--- src/rtl/imd_pkg.sv ---
package imd_pkg;

  localparam int DIM_W    = 13;
  localparam int IDX_W    = 12;
  localparam int SUM_W    = 28;
  localparam int SCALE_W  = 32;
  localparam int PROD_W   = SUM_W + SCALE_W;
  localparam int SCALED_W = 59;

  localparam int MAX_ROWS  = 4096;
  localparam int MAX_COLS  = 4096;
  localparam int MAX_INNER = 4096;

  localparam int FIFO_DEPTH = 4;
  localparam int PTR_W      = $clog2(FIFO_DEPTH);
  localparam int CNT_W      = $clog2(FIFO_DEPTH + 1);

  typedef enum logic [1:0] {
    CFG_ROW_COUNT      = 2'd0,
    CFG_COL_COUNT      = 2'd1,
    CFG_INNER_LENGTH   = 2'd2,
    CFG_COMBINED_SCALE = 2'd3
  } cfg_index_t;

  typedef struct packed {
    logic [DIM_W-1:0]   row_count;
    logic [DIM_W-1:0]   col_count;
    logic [DIM_W-1:0]   inner_length;
    logic [SCALE_W-1:0] combined_scale;
  } cfg_t;

  typedef struct packed {
    logic [IDX_W-1:0]        row;
    logic [IDX_W-1:0]        col;
    logic signed [SUM_W-1:0] sum;
    logic                    done;
  } entry_t;

  function automatic logic [DIM_W-1:0] eff_dim(logic [DIM_W-1:0] v, logic [DIM_W-1:0] maxv);
    logic [DIM_W-1:0] r;
    if (v == '0) begin
      r = DIM_W'(1);
    end else if (v > maxv) begin
      r = maxv;
    end else begin
      r = v;
    end
    return r;
  endfunction

endpackage

--- src/rtl/imd_fifo.sv ---
module imd_fifo (
  input  logic            clk,
  input  logic            rst,
  input  logic            push,
  input  imd_pkg::entry_t push_entry,
  input  logic            pop,
  output imd_pkg::entry_t head,
  output logic            full,
  output logic            empty
);

  imd_pkg::entry_t                 mem [imd_pkg::FIFO_DEPTH];
  logic [imd_pkg::PTR_W-1:0]       wr_ptr;
  logic [imd_pkg::PTR_W-1:0]       rd_ptr;
  logic [imd_pkg::CNT_W-1:0]       count;

  assign full  = (count == imd_pkg::CNT_W'(imd_pkg::FIFO_DEPTH));
  assign empty = (count == '0);
  assign head  = mem[rd_ptr];

  always_ff @(posedge clk) begin
    if (rst) begin
      wr_ptr <= '0;
      rd_ptr <= '0;
      count  <= '0;
    end else begin
      if (push && !full) begin
        wr_ptr <= wr_ptr + imd_pkg::PTR_W'(1);
      end
      if (pop && !empty) begin
        rd_ptr <= rd_ptr + imd_pkg::PTR_W'(1);
      end
      case ({push && !full, pop && !empty})
        2'b10:   count <= count + imd_pkg::CNT_W'(1);
        2'b01:   count <= count - imd_pkg::CNT_W'(1);
        default: count <= count;
      endcase
    end
  end

  always_ff @(posedge clk) begin
    if (push && !full) begin
      mem[wr_ptr] <= push_entry;
    end
  end

endmodule

--- src/rtl/imd_front.sv ---
module imd_front (
  input  logic              clk,
  input  logic              rst,
  input  logic              in_valid,
  output logic              in_stall,
  input  logic signed [7:0] left_value,
  input  logic signed [7:0] right_value,
  input  imd_pkg::cfg_t     cfg,
  input  logic              full,
  output logic              push,
  output imd_pkg::entry_t   push_entry
);

  logic signed [imd_pkg::SUM_W-1:0] running_sum;
  logic [imd_pkg::IDX_W-1:0]        inner_index;
  logic [imd_pkg::IDX_W-1:0]        col_index;
  logic [imd_pkg::IDX_W-1:0]        row_index;

  logic signed [15:0]               prod;
  logic signed [imd_pkg::SUM_W-1:0] sum_next;
  logic [imd_pkg::DIM_W-1:0]        rows;
  logic [imd_pkg::DIM_W-1:0]        cols;
  logic [imd_pkg::DIM_W-1:0]        inner;
  logic                             inner_end;
  logic                             col_end;
  logic                             row_end;
  logic                             accept;

  assign rows  = imd_pkg::eff_dim(cfg.row_count, imd_pkg::DIM_W'(imd_pkg::MAX_ROWS));
  assign cols  = imd_pkg::eff_dim(cfg.col_count, imd_pkg::DIM_W'(imd_pkg::MAX_COLS));
  assign inner = imd_pkg::eff_dim(cfg.inner_length, imd_pkg::DIM_W'(imd_pkg::MAX_INNER));

  assign prod     = left_value * right_value;
  assign sum_next = running_sum + {{(imd_pkg::SUM_W-16){prod[15]}}, prod};

  assign inner_end = {1'b0, inner_index} >= inner - imd_pkg::DIM_W'(1);
  assign col_end   = {1'b0, col_index} >= cols - imd_pkg::DIM_W'(1);
  assign row_end   = {1'b0, row_index} >= rows - imd_pkg::DIM_W'(1);

  assign in_stall = full;
  assign accept   = in_valid && !full;
  assign push     = accept && inner_end;

  always_comb begin
    push_entry.row  = row_index;
    push_entry.col  = col_index;
    push_entry.sum  = sum_next;
    push_entry.done = col_end && row_end;
  end

  always_ff @(posedge clk) begin
    if (rst) begin
      running_sum <= '0;
      inner_index <= '0;
      col_index   <= '0;
      row_index   <= '0;
    end else if (accept) begin
      if (!inner_end) begin
        running_sum <= sum_next;
        inner_index <= inner_index + imd_pkg::IDX_W'(1);
      end else begin
        running_sum <= '0;
        inner_index <= '0;
        if (col_end) begin
          col_index <= '0;
          if (row_end) begin
            row_index <= '0;
          end else begin
            row_index <= row_index + imd_pkg::IDX_W'(1);
          end
        end else begin
          col_index <= col_index + imd_pkg::IDX_W'(1);
        end
      end
    end
  end

endmodule

--- src/rtl/imd_back.sv ---
module imd_back (
  input  logic                                  clk,
  input  logic                                  rst,
  input  logic                                  empty,
  input  imd_pkg::entry_t                       head,
  output logic                                  pop,
  input  logic [imd_pkg::SCALE_W-1:0]           combined_scale,
  output logic                                  out_valid,
  input  logic                                  out_stall,
  output logic [imd_pkg::IDX_W-1:0]             out_row,
  output logic [imd_pkg::IDX_W-1:0]             out_col,
  output logic signed [imd_pkg::SUM_W-1:0]      raw_sum,
  output logic signed [imd_pkg::SCALED_W-1:0]   scaled_value,
  output logic                                  matrix_done
);

  localparam logic [imd_pkg::PROD_W-1:0] MINMAG = imd_pkg::PROD_W'(1) << (imd_pkg::SCALED_W-1);
  localparam logic [imd_pkg::PROD_W-1:0] MAXMAG = MINMAG - imd_pkg::PROD_W'(1);

  logic                          advance;
  logic                          a_valid;
  logic                          b_valid;
  logic                          a_neg;
  logic                          b_neg;
  logic [imd_pkg::SUM_W-1:0]     a_mag;
  logic [imd_pkg::PROD_W-1:0]    b_prod;
  imd_pkg::entry_t               a_meta;
  imd_pkg::entry_t               b_meta;
  logic [imd_pkg::PROD_W-1:0]    sat;
  logic [imd_pkg::SCALED_W-1:0]  scaled_next;

  assign advance = !out_valid || !out_stall;
  assign pop     = advance && !empty;

  always_comb begin
    if (b_neg) begin
      sat         = (b_prod > MINMAG) ? MINMAG : b_prod;
      scaled_next = imd_pkg::SCALED_W'(-sat);
    end else begin
      sat         = (b_prod > MAXMAG) ? MAXMAG : b_prod;
      scaled_next = sat[imd_pkg::SCALED_W-1:0];
    end
  end

  always_ff @(posedge clk) begin
    if (rst) begin
      a_valid   <= 1'b0;
      b_valid   <= 1'b0;
      out_valid <= 1'b0;
    end else if (advance) begin
      a_valid   <= !empty;
      b_valid   <= a_valid;
      out_valid <= b_valid;
    end
  end

  always_ff @(posedge clk) begin
    if (advance) begin
      a_meta <= head;
      a_neg  <= head.sum[imd_pkg::SUM_W-1];
      a_mag  <= head.sum[imd_pkg::SUM_W-1] ? imd_pkg::SUM_W'(-head.sum) : head.sum;
      b_meta <= a_meta;
      b_neg  <= a_neg;
      b_prod <= {{imd_pkg::SCALE_W{1'b0}}, a_mag} * {{imd_pkg::SUM_W{1'b0}}, combined_scale};
      out_row      <= b_meta.row;
      out_col      <= b_meta.col;
      raw_sum      <= b_meta.sum;
      matrix_done  <= b_meta.done;
      scaled_value <= scaled_next;
    end
  end

endmodule

--- src/rtl/int8_matmul_dequantize_unit.sv ---
// int8 matrix multiply with Q8.24 dequantize scale.
// Input channel (in_valid/in_stall): one left_value/right_value pair per transfer,
// in row, column, inner order. One multiply-accumulate per cycle; a pair is taken
// every cycle while the four-entry result queue has room.
// After inner_length pairs one result leaves on the output channel (out_valid/
// out_stall): row, column, raw dot product, product times combined_scale, and
// matrix_done on the last element of the matrix.
// After the transfer of the last pair of a dot product the result passes the queue
// (written at the transfer edge), then the magnitude stage, the 28x32 multiply stage
// and the saturate/output register before out_valid.
// The back end can deliver one result per cycle while out_stall stays low.
// When out_stall is high with out_valid high, the output register holds, the back
// pipeline freezes, the queue fills and then in_stall rises.
// Configuration (cfg_valid/cfg_ready/cfg_index/cfg_data) is always ready; write only
// while idle. Reset clears counters, accumulator, queue and pipeline, and loads
// dimensions of 1 and a scale of 1.0.
module int8_matmul_dequantize_unit (
  input  logic                                clk,
  input  logic                                rst,
  input  logic                                in_valid,
  output logic                                in_stall,
  input  logic signed [7:0]                   left_value,
  input  logic signed [7:0]                   right_value,
  output logic                                out_valid,
  input  logic                                out_stall,
  output logic [imd_pkg::IDX_W-1:0]           out_row,
  output logic [imd_pkg::IDX_W-1:0]           out_col,
  output logic signed [imd_pkg::SUM_W-1:0]    raw_sum,
  output logic signed [imd_pkg::SCALED_W-1:0] scaled_value,
  output logic                                matrix_done,
  input  logic                                cfg_valid,
  output logic                                cfg_ready,
  input  imd_pkg::cfg_index_t                 cfg_index,
  input  logic [imd_pkg::SCALE_W-1:0]         cfg_data
);

  imd_pkg::cfg_t   cfg;
  imd_pkg::entry_t push_entry;
  imd_pkg::entry_t head;
  logic            push;
  logic            pop;
  logic            full;
  logic            empty;

  assign cfg_ready = 1'b1;

  always_ff @(posedge clk) begin
    if (rst) begin
      cfg.row_count      <= imd_pkg::DIM_W'(1);
      cfg.col_count      <= imd_pkg::DIM_W'(1);
      cfg.inner_length   <= imd_pkg::DIM_W'(1);
      cfg.combined_scale <= imd_pkg::SCALE_W'(32'h0100_0000);
    end else if (cfg_valid && cfg_ready) begin
      case (cfg_index)
        imd_pkg::CFG_ROW_COUNT:      cfg.row_count      <= cfg_data[imd_pkg::DIM_W-1:0];
        imd_pkg::CFG_COL_COUNT:      cfg.col_count      <= cfg_data[imd_pkg::DIM_W-1:0];
        imd_pkg::CFG_INNER_LENGTH:   cfg.inner_length   <= cfg_data[imd_pkg::DIM_W-1:0];
        imd_pkg::CFG_COMBINED_SCALE: cfg.combined_scale <= cfg_data;
        default:                     cfg                <= cfg;
      endcase
    end
  end

  imd_front u_front (
    .clk         (clk),
    .rst         (rst),
    .in_valid    (in_valid),
    .in_stall    (in_stall),
    .left_value  (left_value),
    .right_value (right_value),
    .cfg         (cfg),
    .full        (full),
    .push        (push),
    .push_entry  (push_entry)
  );

  imd_fifo u_fifo (
    .clk        (clk),
    .rst        (rst),
    .push       (push),
    .push_entry (push_entry),
    .pop        (pop),
    .head       (head),
    .full       (full),
    .empty      (empty)
  );

  imd_back u_back (
    .clk            (clk),
    .rst            (rst),
    .empty          (empty),
    .head           (head),
    .pop            (pop),
    .combined_scale (cfg.combined_scale),
    .out_valid      (out_valid),
    .out_stall      (out_stall),
    .out_row        (out_row),
    .out_col        (out_col),
    .raw_sum        (raw_sum),
    .scaled_value   (scaled_value),
    .matrix_done    (matrix_done)
  );

endmodule

--- config.mk ---
export PLATFORM = sky130hd
export DESIGN_NAME = int8_matmul_dequantize_unit
export DESIGN_NICKNAME = d
export VERILOG_FILES = /design/src/rtl/imd_pkg.sv /design/src/rtl/imd_fifo.sv /design/src/rtl/imd_front.sv /design/src/rtl/imd_back.sv /design/src/rtl/int8_matmul_dequantize_unit.sv
export SDC_FILE = /design/constraint.sdc
export NUM_CORES = 2
export LEC_CHECK = 0
export BUFFER_PORTS_ARGS = -buffer_cell sky130_fd_sc_hd__buf_2
export CORE_MARGIN = 4
export CORE_UTILIZATION = 40
export CTS_BUF_LIST = sky130_fd_sc_hd__clkbuf_8
export CTS_CLUSTER_DIAMETER = 60
export CTS_CLUSTER_SIZE = 28
export DETAILED_ROUTE_END_ITERATION = 10
export HOLD_SLACK_MARGIN = 0.08
export PLACE_DENSITY = 0.62
export SKIP_LAST_GASP = 1
export SYNTH_ARGS = -nofsm -noshare
export SYNTH_HDL_FRONTEND = slang
export SYNTH_SLANG_ARGS = --single-unit
--- constraint.sdc ---
create_clock -name clk -period 13.6 [get_ports clk]
set_input_delay 2.04 -clock clk [delete_from_list [all_inputs] [get_ports clk]]
set_output_delay 2.04 -clock clk [all_outputs]
set_load 0.01 [all_outputs]
==> flow_metrics.env <==
export IMPL_clock_sinks=664
export IMPL_rows=141
export IMPL_status="completed"
export IMPL_ctsResizeCount=0
export IMPL_clk_latency_ps=810
export IMPL_cts_htree_levels=2
export IMPL_maxSlewViolCount=0
export IMPL_fin_skew_ps=39.5
export IMPL_startpoint_type="input port"
export IMPL_grt_pass1_wl_mm=242
export IMPL_fin_nets=6998
export IMPL_ant_nets=0
export IMPL_cts_clk_slew_worst_paths_ps=140
export IMPL_mappedNetlistArea_mm2=0.0594
export IMPL_vias_per_cell=5.21
export IMPL_postCtsHoldBufs=0
export IMPL_vias=40500
export IMPL_worst_pin_slew_ps=1100
export IMPL_area_growth_pct=7.29
export IMPL_synth_edf_count=517
export IMPL_io_buffers=168
export IMPL_cp_slowest_cell="o41ai_1"
export IMPL_ys_seq_area_share_pct=31.1
export IMPL_drt_iter0_markers=2615
export IMPL_core_area_mm2=0.148
export IMPL_post_route_period_util_pct=62.7
export IMPL_synth_area_top_cells="fa_1, edfxtp_1, ha_1"
export IMPL_r2r_start="cfg[23]"
export IMPL_setup_viol=0
export IMPL_pin_count=170
export IMPL_hpwl_mm=109
export IMPL_hp_start="u_back.b_meta[1]"
export IMPL_endpoint_kind="register"
export IMPL_synthArstFlopShare_pct=0
export IMPL_drt_drc_violations_left=0
export IMPL_irDropWorstVdd_mv=0.148
export IMPL_yosys_warnings=0
export IMPL_critPathArrivalTime_ps=9090
export IMPL_fp_dieW_um=393
export IMPL_critPathRequiredTime_ps=14160
export IMPL_post_route_util_pct=43.1
export IMPL_fmax_ghz=0.117
export IMPL_max_stage_delay_ps=550
export IMPL_rsz0062_at_grt="no"
export IMPL_crit_buf_inv=5
export IMPL_syn_area_per_cell_um2=10.3
export IMPL_cts_buffers_inserted=56
export IMPL_start_util_pct=40.2
export IMPL_antenna_found_initial=13
export IMPL_grt_use_total_pct=19.8
export IMPL_holdWs_ps=422
export IMPL_finalSetupTns_ps=0
export IMPL_p_per_area_mw_per_mm2=206
export IMPL_worst_path_most_repeated_cell="fa_1"
export IMPL_total_power_mw=13.1
export IMPL_root_buffer="clkbuf_8"
export IMPL_hold_viol_final=0
export IMPL_startpoint="left_value[0]"
export IMPL_drive_gt1_share_pct=7.71
export IMPL_min_path_type="register to register"
export IMPL_critPathTopFamily="adder cells"
export IMPL_p_leak_nw=28.6
export IMPL_ys_types=93
export IMPL_place_gp_congestion=0.867
export IMPL_relSlewSlack_pct=26.4
export IMPL_wl_per_cell_um=19.8
export IMPL_min_period_ps=8530
export IMPL_crit_type="input port to register"
export IMPL_post_synth_top_area_cell="fa_1"
export IMPL_gr_total_overflow=0
export IMPL_synthCells=5766
export IMPL_cts_setup_buffers=0
export IMPL_die_area_mm2=0.155
export IMPL_synth_ff_type="edfxtp_1"
export IMPL_routed_wl_mm=154
export IMPL_yosys_area_top_type_share_pct=28.1
export IMPL_synthesis_nets=6975
export IMPL_cts_tree="done"
export IMPL_drv_cap=0
export IMPL_cp_max_fo=16
export IMPL_firstDrtPassIters=5
export IMPL_cts_buffer_depth=3
export IMPL_grt_max_degree=92
export IMPL_grt_pass1_vias=41600
export IMPL_die_h_um=393
export IMPL_ys_seq_elements=664
## where the power goes
part,switching [mW],internal (mW),leakage [nW]
Combinational,5.10,2.87,21.4
Sequential,0.341,3.39,6.42
Clock,0.870,0.552,0.759
Total,6.31,6.82,28.6
## per-layer routing
| layer | track usage [%] | part of all wire, % |
|---|---|---|
| met1 | 26.5 | 42 |
| met3 | 3.66 | 7.3 |
| met2 | 32.8 | 47 |
| met4 | 6.11 | 3.5 |
| met5 | 0 | 0 |
## layout make-up
class,count,area [µm²]
fillers,14000,83900
multi-input cells,3806,36000
flip-flops and latches,664,18500
inverters,1014,3810
well taps,1930,2410
repair buffers,247,1440
clock buffers,57,785
clock inverters,49,734
diodes,4,10.0
## Yosys cell counts, types with 10 or more instances
cell type,count
inv_1,1010
fa_1,835
nand2_1,777
edfxtp_1,517
and2_1,513
ha_1,319
clkbuf_1,262
a21oi_1,257
nor2_1,185
dfxtp_1,147
o21ai_0,104
xnor2_1,85
nand3_1,80
xor2_1,73
nor3_1,61
a21o_1,57
mux4_2,52
a31oi_1,32
nand2b_1,32
nand4_1,29
or3_1,27
and3_1,24
nor4_1,19
o21a_1,16
o211ai_1,14
o21ai_1,14
a22oi_1,12
o21bai_1,12
o31ai_1,12
a211oi_1,11
buf_2,11
nor2b_1,10
## sequential cells by signal, indices dropped and copies added, names as in the netlist, named ones only
register,count
cfg,71
u_back.a_mag,27
u_back.a_meta,53
u_back.a_valid,1
u_back.b_meta,53
u_back.b_prod,60
u_back.b_valid,1
u_back.matrix_done,1
u_back.out_col,12
u_back.out_row,12
u_back.out_valid,1
u_back.raw_sum,28
u_back.scaled_value,59
u_fifo.count,3
u_fifo.mem,212
u_fifo.rd_ptr,2
u_fifo.wr_ptr,2
u_front.col_index,12
u_front.inner_index,12
u_front.row_index,12
u_front.running_sum,28
## final timing paths
| kind | to | slack, ps | cells after the start |
|---|---|---|---|
| setup / recovery | u_fifo.mem[3][28] | 5070 | 28 |
| hold / removal | u_back.raw_sum[0] | 420 | 0 |
| setup reg to reg | u_back.b_prod[41] | 5320 | 24 |
| hold reg to reg | u_back.raw_sum[0] | 420 | 0 |
## placed cells by master, fill, tap and decap left out, types with 52 or more instances in the layout
cell,n
a21o_1,57
a21oi_1,257
and2_1,509
buf_2,167
buf_4,80
clkbuf_8,57
dfxtp_1,135
edfxtp_1,517
fa_1,835
ha_1,319
inv_1,1012
mux4_2,52
nand2_1,776
nand3_1,80
nor2_1,185
nor3_1,61
o21ai_0,103
xnor2_1,85
xor2_1,73
## per-stage QoR
step,instance area (µm²),instances,setup WS [ps]
2_1_floorplan,59400,5766,3080
3_5_place_dp,62200,7661,4210
5_1_grt,63700,7768,4260
3_3_place_gp,62200,7661,4360
4_1_cts,63700,7767,5130
6_report,63700,7771,5070
## cell families (layout without fill, tap and decap cells)
group	after synthesis	in the layout	share of synthesized area (%)
buffers and inverters	1296	1367	8.23
flip-flops	664	664	31.1
multiplexers	55	55	2.02
AO/OA/AOI/OAI	634	634	6.59
other	1	5	0.00631
AND/OR/NAND/NOR	1804	1804	14.8
adder cells (fa/ha/maj)	1154	1154	34.9
XOR/XNOR	158	158	2.33
(Power assumes the default switching activity.)
